### config.mk
export PLATFORM = sky130hd
export DESIGN_NAME = file_type_sniffer
export DESIGN_NICKNAME = d
export VERILOG_FILES = /design/src/rtl/core/fts_pkg.sv /design/src/rtl/core/file_type_sniffer.sv /design/src/rtl/core/fts_front.sv /design/src/rtl/core/fts_queue.sv /design/src/rtl/core/fts_back.sv
export SDC_FILE = /design/constraint.sdc
export NUM_CORES = 1
export LEC_CHECK = 0
export BUFFER_PORTS_ARGS = -buffer_cell sky130_fd_sc_hd__buf_4
export CAP_MARGIN = 20
export CORE_MARGIN = 3
export CORE_UTILIZATION = 57
export DETAILED_ROUTE_END_ITERATION = 8
export PLACE_DENSITY = 0.77
export SLEW_MARGIN = 15
export SYNTH_ARGS = -nofsm -noshare
export SYNTH_HDL_FRONTEND = slang
export SYNTH_SLANG_ARGS = --single-unit
export TNS_END_PERCENT = 20
### constraint.sdc
create_clock -name clk -period 9.9 [get_ports clk]
set_clock_uncertainty 0.1 [all_clocks]
set_input_delay 1.98 -clock clk [delete_from_list [all_inputs] [get_ports clk]]
set_output_delay 1.98 -clock clk [all_outputs]
set_load 0.02 [all_outputs]
### src/rtl/core/fts_pkg.sv
// Package for the file type sniffer: type codes, signatures and shared types.
`default_nettype none
package fts_pkg;

  // Sampling spans for the text and comma/newline statistics.
  localparam int unsigned TEXT_SAMPLE = 1024;
  localparam int unsigned CSV_SAMPLE  = 100;

  // Header bytes kept: indexes 0..29 are all the classifier ever looks at.
  localparam int unsigned HDR_KEEP = 30;
  localparam int unsigned TAIL_LEN = 18;

  // Default depth of the record queue between front and back.
  localparam int unsigned QUEUE_DEPTH_DEF = 2;

  typedef enum logic [3:0] {
    FT_BINARY = 4'd0,
    FT_JSON   = 4'd1,
    FT_XML    = 4'd2,
    FT_CSV    = 4'd3,
    FT_TEXT   = 4'd4,
    FT_PDF    = 4'd5,
    FT_PNG    = 4'd6,
    FT_IMAGE  = 4'd7,
    FT_BMP    = 4'd8,
    FT_TGA    = 4'd9,
    FT_AUDIO  = 4'd10,
    FT_DOCX   = 4'd11
  } file_type_t;

  // Signatures, first byte in the most significant bits.
  localparam logic [63:0]  SIG_PNG  = 64'h89504E470D0A1A0A;
  localparam logic [127:0] SIG_TGA  = "TRUEVISION-XFILE";
  localparam logic [31:0]  SIG_ZIP  = 32'h504B0304;
  localparam logic [31:0]  SIG_PDF  = "%PDF";
  localparam logic [47:0]  SIG_GIF7 = "GIF87a";
  localparam logic [47:0]  SIG_GIF9 = "GIF89a";
  localparam logic [31:0]  SIG_RIFF = "RIFF";
  localparam logic [23:0]  SIG_ID3  = "ID3";
  localparam logic [39:0]  SIG_XML  = "<?xml";

  // Per-file record from the front: every test the classifier needs.
  typedef struct packed {
    logic short_file;
    logic text_like;
    logic json;
    logic xml;
    logic csv;
    logic pdf;
    logic png;
    logic jpeg;
    logic bmp;
    logic bmp24;
    logic tga;
    logic gif;
    logic riff;
    logic mp3;
    logic zip;
  } fts_flags_t;

endpackage
`default_nettype wire

### src/rtl/core/file_type_sniffer.sv
// Top level of the file type sniffer: front, record queue and back.
// Throughput: one byte per cycle, sustained while in_ready is high, including the last byte of each file.
// After the last byte's transaction the type code is registered in the queue and then
//   in the output register before out_valid rises.
// in_ready drops only while the queue holds QUEUE_DEPTH finished files behind a stalled output.
// Reset: synchronous, active high; clears counters, statistics, queue and output valid.
//   Header and tail stores are not cleared; each file overwrites what it reads.
`default_nettype none
module file_type_sniffer #(
  parameter int unsigned QUEUE_DEPTH = fts_pkg::QUEUE_DEPTH_DEF
) (
  input  logic       clk,
  input  logic       rst,
  input  logic       in_valid,
  output logic       in_ready,
  input  logic [7:0] data_byte,
  input  logic       last_byte,
  output logic       out_valid,
  input  logic       out_ready,
  output logic [3:0] type_code
);
  import fts_pkg::*;

  logic       take;
  logic       push;
  logic       q_full;
  logic       q_nonempty;
  logic       q_pop;
  fts_flags_t front_rec;
  fts_flags_t back_rec;

  // Take a byte whenever the queue has room for a finished file record.
  assign in_ready = !q_full;
  assign take     = in_valid && in_ready;

  // Front: update stores and statistics, emit a record on the last byte.
  fts_front u_front (
    .clk       (clk),
    .rst       (rst),
    .take      (take),
    .data_byte (data_byte),
    .last_byte (last_byte),
    .push      (push),
    .flags     (front_rec)
  );

  // Queue: hold records so the front keeps streaming while the output stalls.
  fts_queue #(
    .DEPTH (QUEUE_DEPTH)
  ) u_queue (
    .clk       (clk),
    .rst       (rst),
    .push      (push),
    .push_data (front_rec),
    .full      (q_full),
    .pop       (q_pop),
    .nonempty  (q_nonempty),
    .pop_data  (back_rec)
  );

  // Back: decide the type code and present it as one output transaction.
  fts_back u_back (
    .clk       (clk),
    .rst       (rst),
    .rec_valid (q_nonempty),
    .rec       (back_rec),
    .rec_pop   (q_pop),
    .out_valid (out_valid),
    .out_ready (out_ready),
    .type_code (type_code)
  );

endmodule
`default_nettype wire

### src/rtl/core/fts_front.sv
// Front part: byte intake, header and tail stores, statistics, per-file tests.
`default_nettype none
module fts_front (
  input  logic                 clk,
  input  logic                 rst,
  input  logic                 take,
  input  logic [7:0]           data_byte,
  input  logic                 last_byte,
  output logic                 push,
  output fts_pkg::fts_flags_t  flags
);
  import fts_pkg::*;

  logic [7:0]  hdr      [HDR_KEEP];
  logic [7:0]  hdr_next [HDR_KEEP];
  logic [7:0]  tail      [TAIL_LEN];
  logic [7:0]  tail_next [TAIL_LEN];
  logic [31:0] byte_count;
  logic [31:0] byte_count_next;
  logic        text_like;
  logic        text_like_next;
  logic [1:0]  comma_tally;
  logic [1:0]  comma_tally_next;
  logic        newline_seen;
  logic        newline_seen_next;
  logic        in_text;
  logic        in_csv;
  logic        ctrl_byte;

  assign in_text   = byte_count < 32'(TEXT_SAMPLE);
  assign in_csv    = in_text && (byte_count < 32'(CSV_SAMPLE));
  assign ctrl_byte = (data_byte < 8'd32) && (data_byte != 8'h0A) && (data_byte != 8'h0D) &&
                     (data_byte != 8'h09) && (data_byte != 8'h00);

  always_comb begin
    for (int i = 0; i < HDR_KEEP; i++) begin
      hdr_next[i] = (byte_count == 32'(i)) ? data_byte : hdr[i];
    end
    for (int i = 0; i < TAIL_LEN - 1; i++) begin
      tail_next[i] = tail[i+1];
    end
    tail_next[TAIL_LEN-1] = data_byte;
  end

  always_comb begin
    byte_count_next   = (&byte_count) ? byte_count : byte_count + 32'd1;
    text_like_next    = text_like && !(in_text && ctrl_byte);
    comma_tally_next  = comma_tally;
    if (in_csv && (data_byte == ",") && (comma_tally != 2'd3)) begin
      comma_tally_next = comma_tally + 2'd1;
    end
    newline_seen_next = newline_seen || (in_csv && (data_byte == 8'h0A));
  end

  // Header and tail: payload, no reset.
  always_ff @(posedge clk) begin
    if (take) begin
      hdr  <= hdr_next;
      tail <= tail_next;
    end
  end

  always_ff @(posedge clk) begin
    if (rst) begin
      byte_count   <= '0;
      text_like    <= 1'b1;
      comma_tally  <= '0;
      newline_seen <= 1'b0;
    end else if (take) begin
      if (last_byte) begin
        byte_count   <= '0;
        text_like    <= 1'b1;
        comma_tally  <= '0;
        newline_seen <= 1'b0;
      end else begin
        byte_count   <= byte_count_next;
        text_like    <= text_like_next;
        comma_tally  <= comma_tally_next;
        newline_seen <= newline_seen_next;
      end
    end
  end

  // Tests on the file as it stands after this byte.
  always_comb begin
    logic png_m, tga_m, zip_m, pdf_m, gif7_m, gif9_m, riff_m, id3_m, xml_m;
    png_m = 1'b1; tga_m = 1'b1; zip_m = 1'b1; pdf_m = 1'b1; gif7_m = 1'b1;
    gif9_m = 1'b1; riff_m = 1'b1; id3_m = 1'b1; xml_m = 1'b1;
    for (int i = 0; i < 8; i++)  png_m  &= hdr_next[i] == SIG_PNG[63-8*i -: 8];
    for (int i = 0; i < 16; i++) tga_m  &= tail_next[i] == SIG_TGA[127-8*i -: 8];
    for (int i = 0; i < 4; i++)  zip_m  &= hdr_next[i] == SIG_ZIP[31-8*i -: 8];
    for (int i = 0; i < 4; i++)  pdf_m  &= hdr_next[i] == SIG_PDF[31-8*i -: 8];
    for (int i = 0; i < 6; i++)  gif7_m &= hdr_next[i] == SIG_GIF7[47-8*i -: 8];
    for (int i = 0; i < 6; i++)  gif9_m &= hdr_next[i] == SIG_GIF9[47-8*i -: 8];
    for (int i = 0; i < 4; i++)  riff_m &= hdr_next[i] == SIG_RIFF[31-8*i -: 8];
    for (int i = 0; i < 3; i++)  id3_m  &= hdr_next[i] == SIG_ID3[23-8*i -: 8];
    for (int i = 0; i < 5; i++)  xml_m  &= hdr_next[i] == SIG_XML[39-8*i -: 8];

    flags.short_file = byte_count_next < 32'd4;
    flags.text_like  = text_like_next;
    flags.json       = ((hdr_next[0] == "{") && (data_byte == "}")) ||
                       ((hdr_next[0] == "[") && (data_byte == "]"));
    flags.xml        = (byte_count_next >= 32'd5) && xml_m;
    flags.csv        = (comma_tally_next == 2'd3) && newline_seen_next;
    flags.pdf        = pdf_m;
    flags.png        = (byte_count_next >= 32'd8) && png_m;
    flags.jpeg       = (hdr_next[0] == 8'hFF) && (hdr_next[1] == 8'hD8);
    flags.bmp        = (byte_count_next >= 32'd54) && (hdr_next[0] == "B") &&
                       (hdr_next[1] == "M");
    flags.bmp24      = ({hdr_next[17], hdr_next[16], hdr_next[15], hdr_next[14]} == 32'd40) &&
                       ({hdr_next[29], hdr_next[28]} == 16'd24);
    flags.tga        = ((byte_count_next >= 32'd18) && (hdr_next[2] == 8'd2) &&
                        (hdr_next[16] == 8'd24)) ||
                       ((byte_count_next >= 32'd26) && tga_m);
    flags.gif        = (byte_count_next >= 32'd6) && (gif7_m || gif9_m);
    flags.riff       = riff_m;
    flags.mp3        = id3_m || ((hdr_next[0] == 8'hFF) && (hdr_next[1] == 8'hFB));
    flags.zip        = zip_m;
  end

  assign push = take && last_byte;

endmodule
`default_nettype wire

### src/rtl/core/fts_queue.sv
// Record queue between the front and the back.
`default_nettype none
module fts_queue #(
  parameter int unsigned DEPTH = fts_pkg::QUEUE_DEPTH_DEF
) (
  input  logic                 clk,
  input  logic                 rst,
  input  logic                 push,
  input  fts_pkg::fts_flags_t  push_data,
  output logic                 full,
  input  logic                 pop,
  output logic                 nonempty,
  output fts_pkg::fts_flags_t  pop_data
);
  import fts_pkg::*;

  localparam int unsigned IW = (DEPTH > 1) ? $clog2(DEPTH) : 1;
  localparam int unsigned CW = $clog2(DEPTH + 1);

  fts_flags_t    slots [DEPTH];
  logic [IW-1:0] wr_ptr;
  logic [IW-1:0] rd_ptr;
  logic [CW-1:0] count;

  assign full     = count == CW'(DEPTH);
  assign nonempty = count != '0;
  assign pop_data = slots[rd_ptr];

  always_ff @(posedge clk) begin
    if (push) slots[wr_ptr] <= push_data;
  end

  always_ff @(posedge clk) begin
    if (rst) begin
      wr_ptr <= '0;
      rd_ptr <= '0;
      count  <= '0;
    end else begin
      if (push) wr_ptr <= (wr_ptr == IW'(DEPTH - 1)) ? '0 : wr_ptr + IW'(1);
      if (pop)  rd_ptr <= (rd_ptr == IW'(DEPTH - 1)) ? '0 : rd_ptr + IW'(1);
      if (push && !pop)      count <= count + CW'(1);
      else if (pop && !push) count <= count - CW'(1);
    end
  end

endmodule
`default_nettype wire

### src/rtl/core/fts_back.sv
// Back part: priority decision on a file record and the output register.
`default_nettype none
module fts_back (
  input  logic                 clk,
  input  logic                 rst,
  input  logic                 rec_valid,
  input  fts_pkg::fts_flags_t  rec,
  output logic                 rec_pop,
  output logic                 out_valid,
  input  logic                 out_ready,
  output logic [3:0]           type_code
);
  import fts_pkg::*;

  file_type_t code;
  file_type_t code_reg;

  always_comb begin
    if (rec.short_file)    code = FT_BINARY;
    else if (rec.text_like) begin
      if (rec.json)        code = FT_JSON;
      else if (rec.xml)    code = FT_XML;
      else if (rec.csv)    code = FT_CSV;
      else                 code = FT_TEXT;
    end
    else if (rec.pdf)      code = FT_PDF;
    else if (rec.png)      code = FT_PNG;
    else if (rec.jpeg)     code = FT_IMAGE;
    else if (rec.bmp)      code = rec.bmp24 ? FT_BMP : FT_IMAGE;
    else if (rec.tga)      code = FT_TGA;
    else if (rec.gif)      code = FT_IMAGE;
    else if (rec.riff)     code = FT_AUDIO;
    else if (rec.mp3)      code = FT_AUDIO;
    else if (rec.zip)      code = FT_DOCX;
    else                   code = FT_BINARY;
  end

  // Refill the output register whenever it is empty or being drained.
  assign rec_pop = rec_valid && (!out_valid || out_ready);

  always_ff @(posedge clk) begin
    if (rec_pop) code_reg <= code;
  end

  always_ff @(posedge clk) begin
    if (rst) begin
      out_valid <= 1'b0;
    end else if (rec_pop) begin
      out_valid <= 1'b1;
    end else if (out_ready) begin
      out_valid <= 1'b0;
    end
  end

  assign type_code = code_reg;

endmodule
`default_nettype wire

==> flow_summary_export.csv, run 1 <==
group,metric,value,unit
status,outcome,"finished, final reports clean",
routing,wl_per_cell,20.90,um
die,start_util,0.5822,
layout,final_cell_mix,"edfxtp_1, nor2_1, mux2_2, nand2_1, a21oi_1",
die,io_pins,19,
logic_synthesis,synth.yosys.seq_area_share,0.6101,
logic_synthesis,ys.flop_type,"edfxtp_1",
worst_setup_path,required,10.22,ns
power_and_ir_drop,p_switching,0.0009077,W
die,die_w,169.6,um
clock_tree,cts.sink_count,324,
worst_setup_path,reg2reg_from,"u_front.byte_count[16]",
sta,finalSetupViolCount,0,
power_and_ir_drop,pwr-share-comb,0.112,
die,row_count,59,
layout,antenna_cells,0,
sta,fmax,187.9,MHz
global_routing,grt_max_degree,114,
worst_setup_path,cp_common_cell,"buf_4",
logic_synthesis,syn_nets,1266,
clock_tree,cts_max_level,2,
power_and_ir_drop,seq_power_share,0.534,
global_routing,grt_pass1_wl,52920,um
logic_synthesis,synth_cell_types,74,
clock_tree,clk_pin_slew,0.06,ns
power_and_ir_drop,peakVddDrop,146.8,uV
logic_synthesis,ys_seq_elements,324,
worst_setup_path,startpoint_type,"input pin",
power_and_ir_drop,internal_power,0.002698,W
logic_synthesis,synth_edf_count,282,
routing,vias_per_cell,6.527,
place,hpwlAfterDp,21660,um
die,dieArea,0.02877,sq mm
routing,antenna_left,0,
power_and_ir_drop,powerDensity,215.4,mW/mm^2
sta,setup_ws,4.578,ns
logic_synthesis,synth-async-reset-ratio,0,
sta,slew_headroom,0.2375,
sta,whs,0.3170,ns
worst_setup_path,r2r_end,"u_queue.slots[0][0]",
routing,firstDrtPassIters,5,
sta,period_share,0.5375,
routing,vias,10440,
worst_setup_path,worstPathCellList,"buf_4, nand2_1, inv_8, buf_4, nand2b_1, nor3_1, a21oi_1, a311oi_1",
layout,fillCellCount,1967,
place,post-place-cells,1535,
worst_setup_path,r2r_cells,8,
routing,drc,0,
layout,fin_nets,1258,
worst_hold_path,hold_path.class,"reg2reg",
global_routing,grt_use_total,0.2283,
clock_tree,ctsHoldBuffers,0,
sta,fin_crit,5.322,ns
worst_setup_path,cpPeakStageDelay,0.82,ns
flow_run,maxCapViolCount,0,
logic_synthesis,netlist_instances,1247,
worst_hold_path,hold_depth,0,
worst_setup_path,arrival,5.64,ns
clock_tree,cts_buffers,36,
place,dpl_worst_slack,4.142,ns
logic_synthesis,ys.warnings.count,0,
power_and_ir_drop,pwr-share-clk,0.353,
worst_setup_path,critPathSlowestCell,"buf_4",
clock_tree,tritoncts,"yes",
place,gp_congestion,0.9566,
sta,slew_violations,0,
worst_setup_path,cp_max_fo,113,
worst_setup_path,crit_type,"in2reg",
power_and_ir_drop,p_leak,5.389,nW
worst_setup_path,worst_setup_path_end_kind,"register",
clock_tree,clockBufferDepth,3,
layout,layout-drive-gt1-share,0.1487,
logic_synthesis,netlist_area,0.01526,sq mm
routing,wl,33420,um
global_routing,antenna_found_initial,0,
worst_hold_path,min_to,"u_front.tail[9]",
clock_tree,post-cts-setup-buffers,0,
sta,grt_setup_unrepaired,"false",
die,die_h,169.6,um
power_and_ir_drop,switching_share,0.2517,
routing,drt_iter0_drc,1345,
worst_setup_path,cp.buffers_inverters,3,
layout,area_growth,9.726,%
global_routing,grt_overflow_total,0,
place,port_buffers,18,
sta,finalHoldViolations,0,
logic_synthesis,syn_avg_cell_area,12.24,sq um
worst_hold_path,min_from,"u_front.tail[1]",
sta,worstMarginPinSlew,1.128,ns
die,coreArea,0.02621,sq mm
clock_tree,clk_latency,0.51,ns
clock_tree,cts_resized,0,
worst_setup_path,crit_family,"buffers and inverters",
sta,setup_tns,0,ns
clock_tree,root_buffer,"clkbuf_16",
worst_setup_path,reg2reg_slack,4.93,ns
layout,final_common_cell,"edfxtp_1",
global_routing,grt_pass1_vias,9890,
layout,final_cells,1599,
## sequential cells by signal, indices dropped and copies added, names as in the netlist, named ones only
signal,cells
u_back.type_code,4
u_queue.count,2
u_queue.slots,30
u_front.text_like,1
u_back.out_valid,1
u_queue.rd_ptr,1
u_front.tail,136
u_front.hdr,112
u_front.comma_tally,2
u_front.byte_count,32
u_front.newline_seen,1
u_queue.wr_ptr,1
## cells in the mapped netlist, types with 6 or more instances
master	number	area share
nand3b_1	7	0.0034
mux2i_1	28	0.018
edfxtp_1	282	0.56
a21oi_1	61	0.020
a22oi_1	7	0.0034
nor2b_1	11	0.0045
mux2_2	91	0.067
nand3_1	37	0.012
and4b_1	7	0.0046
or3_1	16	0.0066
dfxtp_1	42	0.055
xor2_1	7	0.0040
xnor2_1	10	0.0057
or4_1	13	0.0064
buf_2	9	0.0030
and4_1	8	0.0046
clkbuf_1	61	0.015
nor4_1	35	0.014
nor2_1	94	0.023
o21ai_0	44	0.014
and3_1	18	0.0074
ha_1	6	0.0049
o31ai_1	6	0.0030
nor3_1	56	0.018
nand2b_1	10	0.0041
nor4b_1	19	0.011
a31oi_1	15	0.0062
nand4_1	34	0.014
inv_1	31	0.0076
nand2_1	82	0.020
nor4bb_1	17	0.011
## per-stage QoR
step           power [W]  instance area, sq um    util
3_3_place_gp    0.002332                 15600  0.5954
3_5_place_dp    0.002356                 15600  0.5954
4_1_cts         0.003626                 16730  0.6384
5_1_grt         0.003750                 16740  0.6388
6_report        0.003606                 16740  0.6388
2_1_floorplan   0.002223                 15260       -
## power groups by stage
stage,sequential (W),clock (W),combinational [W]
detailed placement,0.00196,0,0.000400
global route,0.00196,0.00135,0.000443
floorplan,0.00193,0,0.000293
global placement,0.00194,0,0.000391
CTS,0.00193,0.00130,0.000402
finish,0.00193,0.00127,0.000405
## worst reg2reg max path: cells and delay by family, from the launching register on
family             cells  cell delay [ns]
muxes                  1             0.46
and+or+nand+nor        6             3.49
AOI/OAI and AO/OA      1             0.24
DFF                    1             0.41
## cells by family after synthesis
family | synth area share
buf+inv | 0.02682
simple gates | 0.1868
flops | 0.6101
xor+xnor | 0.009759
fa+ha+maj | 0.004920
compound gates | 0.07307
mux | 0.08849
## area by class of cell
| cell class | instances | area (sq um) | area share |
|---|---|---|---|
| tap | 335 | 419.2 | 0.02504 |
| timing repair buffer | 27 | 206.4 | 0.01233 |
| clock inverter | 22 | 207.7 | 0.01241 |
| clock buffer | 41 | 919.6 | 0.05493 |
| multi-input combinational | 818 | 5552 | 0.3316 |
| sequential | 324 | 9309 | 0.5561 |
| inverter | 32 | 127.6 | 0.007623 |
## per-layer routing
metal / routed length, um / GRT usage / vias to the layer above
li1: - / - / 4821
met1: 14390 / 0.3254 / 5066
met2: 15520 / 0.3582 / 463
met3: 2237 / 0.03378 / 87
met4: 1272 / 0.08855 / 0
met5: 0 / 0 / -
## worst max-delay path by stage
stage / startpoint / end / depth (start not counted)
floorplan: in_valid / u_queue.slots[1][0] / 4
global placement: in_valid / u_queue.slots[0][1] / 6
detailed placement: in_valid / u_front.byte_count[9] / 8
CTS: in_valid / u_front.byte_count[9] / 8
global route: in_valid / u_front.byte_count[9] / 8
finish: in_valid / u_front.byte_count[15] / 8
(Power assumes the default switching activity.)
==> inputs of run 2 (changes only) <==
Clock period 9.9 ns to 4.65 ns, I/O delays scaled along.
==> flow_summary_export.csv, run 2 (synthesis gave the netlist of run 1 again) <==
group,metric,value,unit
die,start_util,0.5822,
die,coreArea,0.02621,sq mm
layout,fin_nets,1269,
layout,area_growth,10.74,%
place,dpl_worst_slack,0.4284,ns
flow_run,maxCapViolCount,0,
power_and_ir_drop,p_switching,0.001960,W
worst_hold_path,min_from,"u_front.tail[4]",
sta,finalSetupViolCount,0,
clock_tree,clk_pin_slew,0.06,ns
routing,antenna_left,0,
power_and_ir_drop,pwr-share-comb,0.113,
power_and_ir_drop,peakVddDrop,370.3,uV
sta,fin_crit,4.354,ns
global_routing,grt_overflow_total,0,
die,die_w,169.6,um
die,dieArea,0.02877,sq mm
routing,firstDrtPassIters,6,
global_routing,antenna_found_initial,0,
worst_setup_path,worst_setup_path_end_kind,"register",
layout,layout-drive-gt1-share,0.1584,
clock_tree,cts_max_level,2,
routing,vias,10590,
global_routing,grt_use_total,0.2393,
die,io_pins,19,
place,port_buffers,18,
worst_setup_path,crit_type,"reg2reg",
sta,slew_violations,0,
layout,final_util,0.6447,
clock_tree,tritoncts,"yes",
routing,wl,34790,um
global_routing,grt_max_degree,153,
power_and_ir_drop,switching_share,0.2491,
power_and_ir_drop,powerDensity,465.7,mW/mm^2
worst_setup_path,reg2reg_from,"u_front.byte_count[11]",
layout,final_cell_mix,"edfxtp_1, nor2_1, mux2_2, nand2_1, a21oi_1",
routing,vias_per_cell,6.575,
global_routing,grt_pass1_wl,54900,um
clock_tree,clk_latency,0.53,ns
worst_setup_path,startpoint_type,"register",
global_routing,grt_pass1_vias,10010,
sta,fmax,229.7,MHz
worst_hold_path,hold_path.class,"reg2reg",
power_and_ir_drop,internal_power,0.005909,W
worst_setup_path,cp_max_fo,10,
clock_tree,ctsHoldBuffers,0,
place,gp_congestion,0.9939,
die,row_count,59,
layout,largestRegisters,"u_front.tail: 136 flops, u_front.hdr: 112 flops, u_front.byte_count: 32 flops",
layout,antenna_cells,0,
clock_tree,cts_buffers,35,
clock_tree,cts_resized,0,
status,outcome,"finished, final reports clean",
place,hpwlAfterDp,22690,um
sta,setup_tns,0,ns
die,die_h,169.6,um
clock_tree,post-cts-setup-buffers,0,
routing,wl_per_cell,21.61,um
routing,drt_iter0_drc,1413,
power_and_ir_drop,seq_power_share,0.523,
sta,worstMarginPinSlew,0.9054,ns
routing,drc,0,
power_and_ir_drop,power.total,0.007869,W
power_and_ir_drop,pwr-share-clk,0.364,
sta,grt_setup_unrepaired,"false",
sta,finalHoldViolations,0,
clock_tree,clockBufferDepth,3,
sta,setup_ws,0.2962,ns
layout,largest_reg_flops,136,
sta,slew_headroom,0.3882,
layout,final_common_cell,"edfxtp_1",
clock_tree,cts.sink_count,324,
sta,period_share,0.9363,
worst_setup_path,required,4.74,ns
worst_setup_path,critPathLaunch,"u_front.byte_count[11]",
clock_tree,root_buffer,"clkbuf_16",
power_and_ir_drop,p_leak,5.482,nW
worst_setup_path,arrival,4.44,ns
layout,top_register,"u_front.tail",
run 2: stage by stage:
stage	instance area, sq um	std cells	hold slack [ns]
2_1_floorplan	15260	1247	0.3003
3_3_place_gp	15710	1548	0.3007
4_1_cts	16900	1610	0.3182
3_5_place_dp	15710	1548	0.3061
6_report	16900	1610	0.3160
5_1_grt	16900	1610	0.3158
run 2: cell type report:
cell class                 count  area [sq um]
clock buffer                  42         922.1
clock inverter                20         261.5
fill                        1922          9310
inverter                      32         127.6
multi-input combinational    818          5552
sequential                   324          9309
tap                          335         419.2
timing repair buffer          39         305.3
run 2: worst max-delay path: stages, from the launching register on:
cell,delay [ns]
dfxtp_1,0.41
nor4_2,0.49
and4_1,0.30
nand2_1,0.17
nor3_2,0.71
mux2_2,0.42
a2111o_1,0.40
nand4b_1,0.20
nor4bb_1,0.81
run 2: path summary, 6_finish.rpt:
check,endpoint,slack (ns),cells past startpoint
max,u_queue.slots[0][5],0.30,8
min,u_front.tail[12],0.32,0
max reg2reg,u_queue.slots[0][5],0.30,8
min reg2reg,u_front.tail[12],0.32,0
run 2: power by group through the flow:
| stage | logic [W] | registers [W] | clock network, W |
|---|---|---|---|
| after detailed placement | 0.000877 | 0.00416 | 0 |
| after global routing | 0.000967 | 0.00417 | 0.00303 |
| after floorplan | 0.000623 | 0.00408 | 0 |
| after CTS | 0.000884 | 0.00411 | 0.00292 |
| final | 0.000890 | 0.00411 | 0.00287 |
| after global placement | 0.000865 | 0.00414 | 0 |
run 2: per-layer routing:
| layer | track usage | vias up | wire, um |
|---|---|---|---|
| met2 | 0.3760 | 499 | 16220 |
| li1 | - | 4839 | - |
| met1 | 0.3368 | 5147 | 14750 |
| met3 | 0.04100 | 100 | 2606 |
| met5 | 0 | - | 0 |
| met4 | 0.09282 | 0 | 1219 |
